`src/sv/gtbl_pkg.sv`:
```
package gtbl_pkg;

  localparam int MAX_LON    = 256;
  localparam int MAX_LAT    = 128;
  localparam int MAX_LAYERS = 4;
  localparam int LON_W      = $clog2(MAX_LON);
  localparam int LAT_W      = $clog2(MAX_LAT);
  localparam int LAYER_W    = $clog2(MAX_LAYERS);
  localparam int ADDR_W     = LON_W + LAT_W + LAYER_W;
  localparam int DEPTH      = MAX_LON * MAX_LAT * MAX_LAYERS;

  localparam int COORD_W = 26;
  localparam int STEP_W  = 25;
  localparam int VAL_W   = 32;
  localparam int FRAC_W  = 16;
  localparam int DIFF_W  = COORD_W + 1;
  localparam int NUM_W   = COORD_W + FRAC_W;
  localparam int QUO_W   = NUM_W + 1;
  localparam int IDX_W   = QUO_W - FRAC_W;
  localparam int CNT_W   = $clog2(NUM_W + 1);

  localparam int CFG_IDX_W = 3;
  localparam int CFG_W     = 26;

  localparam logic [CFG_IDX_W-1:0] REG_LON_ORIGIN  = 3'd0;
  localparam logic [CFG_IDX_W-1:0] REG_LAT_ORIGIN  = 3'd1;
  localparam logic [CFG_IDX_W-1:0] REG_LON_STEP    = 3'd2;
  localparam logic [CFG_IDX_W-1:0] REG_LAT_STEP    = 3'd3;
  localparam logic [CFG_IDX_W-1:0] REG_LON_COUNT   = 3'd4;
  localparam logic [CFG_IDX_W-1:0] REG_LAT_COUNT   = 3'd5;
  localparam logic [CFG_IDX_W-1:0] REG_LAYER_COUNT = 3'd6;

  localparam logic [1:0] ACT_STORE    = 2'd0;
  localparam logic [1:0] ACT_POINT    = 2'd1;
  localparam logic [1:0] ACT_BILINEAR = 2'd2;

  localparam logic [1:0] ST_OK    = 2'd0;
  localparam logic [1:0] ST_RANGE = 2'd1;
  localparam logic [1:0] ST_EMPTY = 2'd2;

  localparam logic [2:0] MS_NONE = 3'd0;
  localparam logic [2:0] MS_P0   = 3'd1;
  localparam logic [2:0] MS_P1   = 3'd2;
  localparam logic [2:0] MS_HI   = 3'd3;
  localparam logic [2:0] MS_P2   = 3'd4;
  localparam logic [2:0] MS_FIN  = 3'd5;

  typedef struct packed {
    logic       clr;
    logic       ld_in;
    logic       div_start;
    logic       ld_idx;
    logic       mem_wr;
    logic       rd_en;
    logic [1:0] rd_corner;
    logic       cap_en;
    logic [1:0] cap_corner;
    logic [2:0] mstep;
    logic       ld_out;
  } gtbl_cmd_t;

  typedef struct packed {
    logic clr_done;
    logic div_done;
    logic is_store;
  } gtbl_stat_t;

endpackage

```
`src/sv/gtbl_ctrl.sv`:
```
module gtbl_ctrl (
  input  logic                 clk,
  input  logic                 rst_n,
  input  logic                 in_tvalid,
  output logic                 in_tready,
  output logic                 out_tvalid,
  input  logic                 out_tready,
  input  gtbl_pkg::gtbl_stat_t stat,
  output gtbl_pkg::gtbl_cmd_t  cmd
);
  import gtbl_pkg::*;

  localparam logic [3:0] S_CLR  = 4'd0;
  localparam logic [3:0] S_IDLE = 4'd1;
  localparam logic [3:0] S_DIV0 = 4'd2;
  localparam logic [3:0] S_DIV  = 4'd3;
  localparam logic [3:0] S_IDX  = 4'd4;
  localparam logic [3:0] S_ACT  = 4'd5;
  localparam logic [3:0] S_RD   = 4'd6;
  localparam logic [3:0] S_RDL  = 4'd7;
  localparam logic [3:0] S_MUL  = 4'd8;
  localparam logic [3:0] S_OUT  = 4'd9;

  logic [3:0] state_r, state_nxt;
  logic [2:0] k_r, k_nxt;
  logic       ov_r, ov_nxt;
  logic       take;

  assign in_tready  = (state_r == S_IDLE);
  assign out_tvalid = ov_r;
  assign take       = in_tvalid && in_tready;

  always_comb begin
    state_nxt = state_r;
    k_nxt     = k_r;
    cmd       = '0;
    ov_nxt    = (ov_r && out_tready) ? 1'b0 : ov_r;
    unique case (state_r)
      S_CLR: begin
        cmd.clr = 1'b1;
        if (stat.clr_done) state_nxt = S_IDLE;
      end
      S_IDLE: begin
        if (take) begin
          cmd.ld_in = 1'b1;
          state_nxt = S_DIV0;
        end
      end
      S_DIV0: begin
        cmd.div_start = 1'b1;
        state_nxt     = S_DIV;
      end
      S_DIV: if (stat.div_done) state_nxt = S_IDX;
      S_IDX: begin
        cmd.ld_idx = 1'b1;
        state_nxt  = S_ACT;
      end
      S_ACT: begin
        k_nxt = '0;
        if (stat.is_store) begin
          cmd.mem_wr = 1'b1;
          state_nxt  = S_OUT;
        end else begin
          state_nxt = S_RD;
        end
      end
      S_RD: begin
        cmd.rd_en      = 1'b1;
        cmd.rd_corner  = k_r[1:0];
        cmd.cap_en     = (k_r != '0);
        cmd.cap_corner = k_r[1:0] - 2'd1;
        k_nxt          = k_r + 3'd1;
        if (k_r == 3'd3) state_nxt = S_RDL;
      end
      S_RDL: begin
        cmd.cap_en     = 1'b1;
        cmd.cap_corner = 2'd3;
        k_nxt          = 3'd1;
        state_nxt      = S_MUL;
      end
      S_MUL: begin
        cmd.mstep = k_r;
        k_nxt     = k_r + 3'd1;
        if (k_r == MS_FIN) state_nxt = S_OUT;
      end
      S_OUT: begin
        if (!ov_r || out_tready) begin
          cmd.ld_out = 1'b1;
          ov_nxt     = 1'b1;
          state_nxt  = S_IDLE;
        end
      end
      default: state_nxt = S_IDLE;
    endcase
  end

  always_ff @(posedge clk) begin
    if (!rst_n) begin
      state_r <= S_CLR;
      k_r     <= '0;
      ov_r    <= 1'b0;
    end else begin
      state_r <= state_nxt;
      k_r     <= k_nxt;
      ov_r    <= ov_nxt;
    end
  end

endmodule

```
`config.mk`:
```
export PLATFORM = sky130hd
export DESIGN_NAME = gtbl_ctrl
export DESIGN_NICKNAME = d
export VERILOG_FILES = /design/src/sv/gtbl_pkg.sv /design/src/sv/gtbl_ctrl.sv
export SDC_FILE = /design/constraint.sdc
export NUM_CORES = 1
export LEC_CHECK = 0
export BUFFER_PORTS_ARGS = -buffer_cell sky130_fd_sc_hd__buf_4
export CAP_MARGIN = 10
export CORE_UTILIZATION = 47
export CTS_BUF_LIST = sky130_fd_sc_hd__clkbuf_8
export DETAILED_ROUTE_END_ITERATION = 8
export GPL_TIMING_DRIVEN = 0
export PLACE_DENSITY = 0.77
export RECOVER_POWER = 25
export REMOVE_ABC_BUFFERS = 1
export SLEW_MARGIN = 40
export SYNTH_ARGS = -nofsm -noshare
export SYNTH_HDL_FRONTEND = slang
export SYNTH_SLANG_ARGS = --single-unit
```
`constraint.sdc`:
```
create_clock -name clk -period 1.6 [get_ports clk]
set_input_delay 0.48 -clock clk [delete_from_list [all_inputs] [get_ports clk]]
set_output_delay 0.48 -clock clk [all_outputs]
set_load 0.02 [all_outputs]
```
==> results of run 1 <==
through the flow:
step	std cells	area [µm²]	TNS [ps]	hold slack (ps)	utilization (%)
4_1_cts	154	1270	-1180	508	82.4
3_5_place_dp	135	933	-6400	561	60.6
3_3_place_gp	135	933	-5870	541	60.6
2_1_floorplan	96	741	-3980	507	-
Yosys cell counts, drive strengths merged (2+ instances only):
cell type and n:
a21oi 5, nor4 4, nand3 2, or3b 3, dfxtp 8, clkbuf 2
nand3b 2, mux2i 2, a2111oi 2, o22ai 2, buf 6, nand2 3
nor2 11, nand2b 6, o21ai 8, a222oi 2, nor3 9, o32ai 2
inv 7, ha 4
repair_timing:
action                                  4_1_cts
endpoints found under the setup margin       23
cloned                                        0
endpoints found under the hold margin         0
resized for setup                            45
pin swaps                                     8
setup buffers                                16
kinds of logic after synthesis:
family                   Yosys count
multiplexers                       2
adder cells (fa/ha/maj)            4
AO/OA/AOI/OAI                     30
buffers and inverters             15
AND/OR/NAND/NOR                   45
flip-flops                         8
==> flow_summary.json, run 1 <==
{
  "async_flop_share_pct": 0,
  "synth-simple-area-share_pct": 32.0,
  "start_util_pct": 51.1,
  "synth_area_leaders": "dfxtp_1 (20%), ha_1 (6.4%), nor3_1 (5.7%)",
  "haltStage": "5_1_grt",
  "ys_seq_area_share_pct": 20.3,
  "crit_endpoint": "state_r[1]$_SDFFE_PN0P_/D",
  "synth_top_family_by_area": "simple AND/OR/NAND/NOR gates",
  "h-tree-depth": 1,
  "gp_congestion": 0.757,
  "synth.mux.area_fraction_pct": 2.54,
  "post-dp-hpwl_um": 1400,
  "grt_max_degree": 15,
  "yosysWarnings": 0,
  "antenna_found_initial": 0,
  "syn_area_per_cell_um2": 7.57,
  "outcome": "stopped before the end",
  "die-height_um": 42.9,
  "netlist_instances": 104,
  "yosysTopAreaCellShare_pct": 20.3,
  "clock_path_buffers": 2,
  "synth_fa_ha_area_share_pct": 6.36,
  "cts_hold_buf": 0,
  "root_buffer": "clkbuf_8",
  "pre_cts_ws_ps": -439,
  "synth_ff_type": "dfxtp_1",
  "clock_sinks": 8,
  "synth_area_um2": 787,
  "synth_compound_area_share_pct": 29.6,
  "io_buffers": 23,
  "io_pins": 24,
  "cts_buffers": 3,
  "ys_types": 41,
  "synth_edf_count": 0,
  "synth_top_area_cell": "dfxtp_1",
  "worst-ep-kind": "register data pin",
  "placementRows": 14,
  "error": "[ERROR DPL-0033] detailed placement checks failed during check placement.",
  "synth-seq-cells": 8,
  "synthXorXnorAreaFrac_pct": 0,
  "fp.dieW_um": 42.9
}
==> run 2, diff against run 1 <==
--- a/config.mk
+++ b/config.mk
@@ -7,11 +7,11 @@
 export LEC_CHECK = 0
 export BUFFER_PORTS_ARGS = -buffer_cell sky130_fd_sc_hd__buf_4
 export CAP_MARGIN = 10
-export CORE_UTILIZATION = 47
-export CTS_BUF_LIST = sky130_fd_sc_hd__clkbuf_8
+export CORE_AREA = 2 2 63 65
 export DETAILED_ROUTE_END_ITERATION = 8
+export DIE_AREA = 0 0 65 67
 export GPL_TIMING_DRIVEN = 0
-export PLACE_DENSITY = 0.77
+export PLACE_DENSITY_LB_ADDON = 0.15
 export RECOVER_POWER = 25
 export REMOVE_ABC_BUFFERS = 1
 export SLEW_MARGIN = 40
==> constraint.sdc (replaced) <==
create_clock -name clk -period 2.1 [get_ports clk]
set_input_delay 0.63 -clock clk [delete_from_list [all_inputs] [get_ports clk]]
set_output_delay 0.63 -clock clk [all_outputs]
set_load 0.02 [all_outputs]
==> run 2 against run 1 <==
Synthesized cell count did not move. Synthesized area did not move. The flow now finishes without violations.
==> flow_summary.json, run 2 <==
{
  "mostFrequentLayoutCell": "buf_4",
  "synth-seq-cells": 8,
  "finalWirelength_um": 2380,
  "coreArea_um2": 3610,
  "cp_max_fo": 19,
  "ys_types": 41,
  "period_share_pct": 95.5,
  "cts_buffers": 3,
  "io_buffers": 23,
  "synth_area_um2": 787,
  "gp_congestion": 0.747,
  "grt_pass1_wl_um": 3830,
  "syn_area_per_cell_um2": 7.57,
  "cts_setup_buffers": 0,
  "drtAntennaViolNets": 0,
  "placementRows": 22,
  "switching_share_pct": 32.9,
  "worstPathRequired_ps": 1470,
  "io_pins": 24,
  "synth_common_cells": "nor2_1 (10), nor3_1 (9), dfxtp_1 (8), o21ai_0 (8), inv_1 (7)",
  "synth_ff_type": "dfxtp_1",
  "synth_area_leaders": "dfxtp_1 (20%), ha_1 (6.4%), nor3_1 (5.7%)",
  "place_area_um2": 973,
  "vias_per_cell": 5.02,
  "p_leak_uw": 0.000372,
  "h-tree-depth": 1,
  "finalNonFillerCells": 170,
  "antenna_found_initial": 0,
  "drtPass1Iterations": 7,
  "gr-usage-met2_pct": 19.1,
  "clock_sinks": 8,
  "path_class": "reg -> out",
  "ys_seq_area_share_pct": 20.3,
  "antennaDiodeCount": 0,
  "die-area_um2": 4360,
  "wire_per_inst_um": 14.0,
  "gr-usage-met1_pct": 14.3,
  "drc": 0,
  "layout_min_cycle_time_ps": 2010,
  "grt.overflow.total": 0,
  "critPathLaunchType": "flop",
  "dp.cells": 167,
  "nNetsFinal": 135,
  "p_total_uw": 498,
  "cts_tree": "built",
  "internal_power_uw": 334,
  "critPathCaptureType": "output port",
  "synth_top_area_cell": "dfxtp_1",
  "fmax_ghz": 0.499,
  "cap_violations": 0,
  "setup_viol": 0,
  "slew_violations": 0,
  "drive_above_1_share_pct": 30.3,
  "final_cell_mix": "buf_4 (21), nor2_1 (10), nor3_1 (9)",
  "grt_setup_unrepaired": "false",
  "seqPwrFrac_pct": 39.3,
  "start_util_pct": 21.8,
  "utilization_pct": 28.5,
  "tightestPinTransition_ps": 405,
  "worstPathArrival_ps": 1380,
  "vias": 853,
  "finClkSkew_ps": 6.07,
  "grt-busiest-layer": "met2",
  "hold_viol_final": 0,
  "synth_most_common_cell": "nor2_1",
  "regMostFlops": "state_r",
  "stdcell_area_um2": 1030,
  "ir_drop_v": 0.000293,
  "yosysTopAreaCellShare_pct": 20.3,
  "clock_path_buffers": 2,
  "die-height_um": 67,
  "grt_use_total_pct": 11.1,
  "areaGrowthSynthToFinish_pct": 30.4,
  "use_met3_pct": 3.21,
  "root_buffer": "clkbuf_8",
  "p_sw_uw": 164,
  "max-slew-margin-rel_pct": 73.0,
  "combPwrFrac_pct": 24.2,
  "yosysWarnings": 0,
  "power_density_nw_per_um2": 486,
  "netlist_instances": 104,
  "drt-initial-drc-count": 24,
  "n_fill_cell": 412,
  "power.share.clock_pct": 36.5,
  "grt_max_degree": 27,
  "post-dp-hpwl_um": 1670,
  "clk_latency_ps": 230,
  "clkTransAtPathRegs_ps": 40,
  "largest_reg_flops": 4,
  "min_path_type": "reg -> reg",
  "async_flop_share_pct": 0,
  "synth_edf_count": 0,
  "fp.dieW_um": 65,
  "grt_pass1_vias": 822,
  "outcome": "finished clean"
}
run 2: cell counts after synthesis:
Identical to the previous run, type by type.
run 2: repair_timing:
item | 4_1_cts | 5_1_grt
endpoints found under the hold margin | 0 | 0
setup endpoints to repair | 18 | 10
gates resized for setup | 5 | 5
hold buffers | 0 | 0
run 2: cell families (layout without fill, tap and decap cells):
kind of cell	Yosys count	after routing	synth area share, %
adders and majority gates	4	4	6.36
and+or+nand+nor	45	45	32.0
AOI/OAI and AO/OA	30	30	29.6
DFF	8	8	20.3
buffers and inverters	15	33	9.22
muxes	2	2	2.54
run 2: layout make-up:
class / instances / area (µm²) / area share [%]
Inverter: 7 / 26.3 / 2.56
Timing Repair Buffer: 23 / 165 / 16.1
Multi-Input combinational cell: 81 / 559 / 54.5
Clock buffer: 3 / 41.3 / 4.02
Sequential cell: 8 / 174 / 17.0
Tap cell: 48 / 60.1 / 5.85
run 2: metrics by stage:
| step | hold slack, ps | setup slack (ps) | TNS [ps] |
|---|---|---|---|
| 6_report | 584 | 94.3 | 0 |
| 5_1_grt | 610 | 11.1 | 0 |
| 4_1_cts | 584 | 0.0919 | 0 |
| 3_5_place_dp | 574 | -204 | -1220 |
| 3_3_place_gp | 549 | -204 | -1160 |
| 2_1_floorplan | 507 | -184 | -184 |
run 2: metal layers:
metal / wire length [µm] / vias up
met5: 0 / -
met4: 0 / 0
met3: 104 / 0
met2: 1070 / 18
met1: 1210 / 407
li1: - / 428
run 2: worst max-delay path, stage by stage (launching register included):
cell and delay, ps:
dfxtp_2 530, nand2b_1 220, nor3_1 220, buf_4 170
run 2: final timing paths:
| check | startpoint | endpoint | slack (ps) | cells after the start |
|---|---|---|---|---|
| worst min-delay path | k_r[1] | k_r[1] | 580 | 2 |
| worst max-delay path | state_r[1] | cmd[8] | 90 | 3 |
| worst max register to register | k_r[1] | state_r[1] | 250 | 6 |
| worst min register to register | k_r[1] | k_r[1] | 580 | 2 |
run 2: power groups by stage:
stage / registers, µW / logic, µW / clock network (µW)
floorplan: 185 / 80.4 / 0
global placement: 199 / 124 / 0
detailed placement: 199 / 124 / 0
CTS: 198 / 124 / 189
global route: 199 / 131 / 196
finish: 196 / 120 / 182
Note: power is estimated with default switching activity, not from simulation.
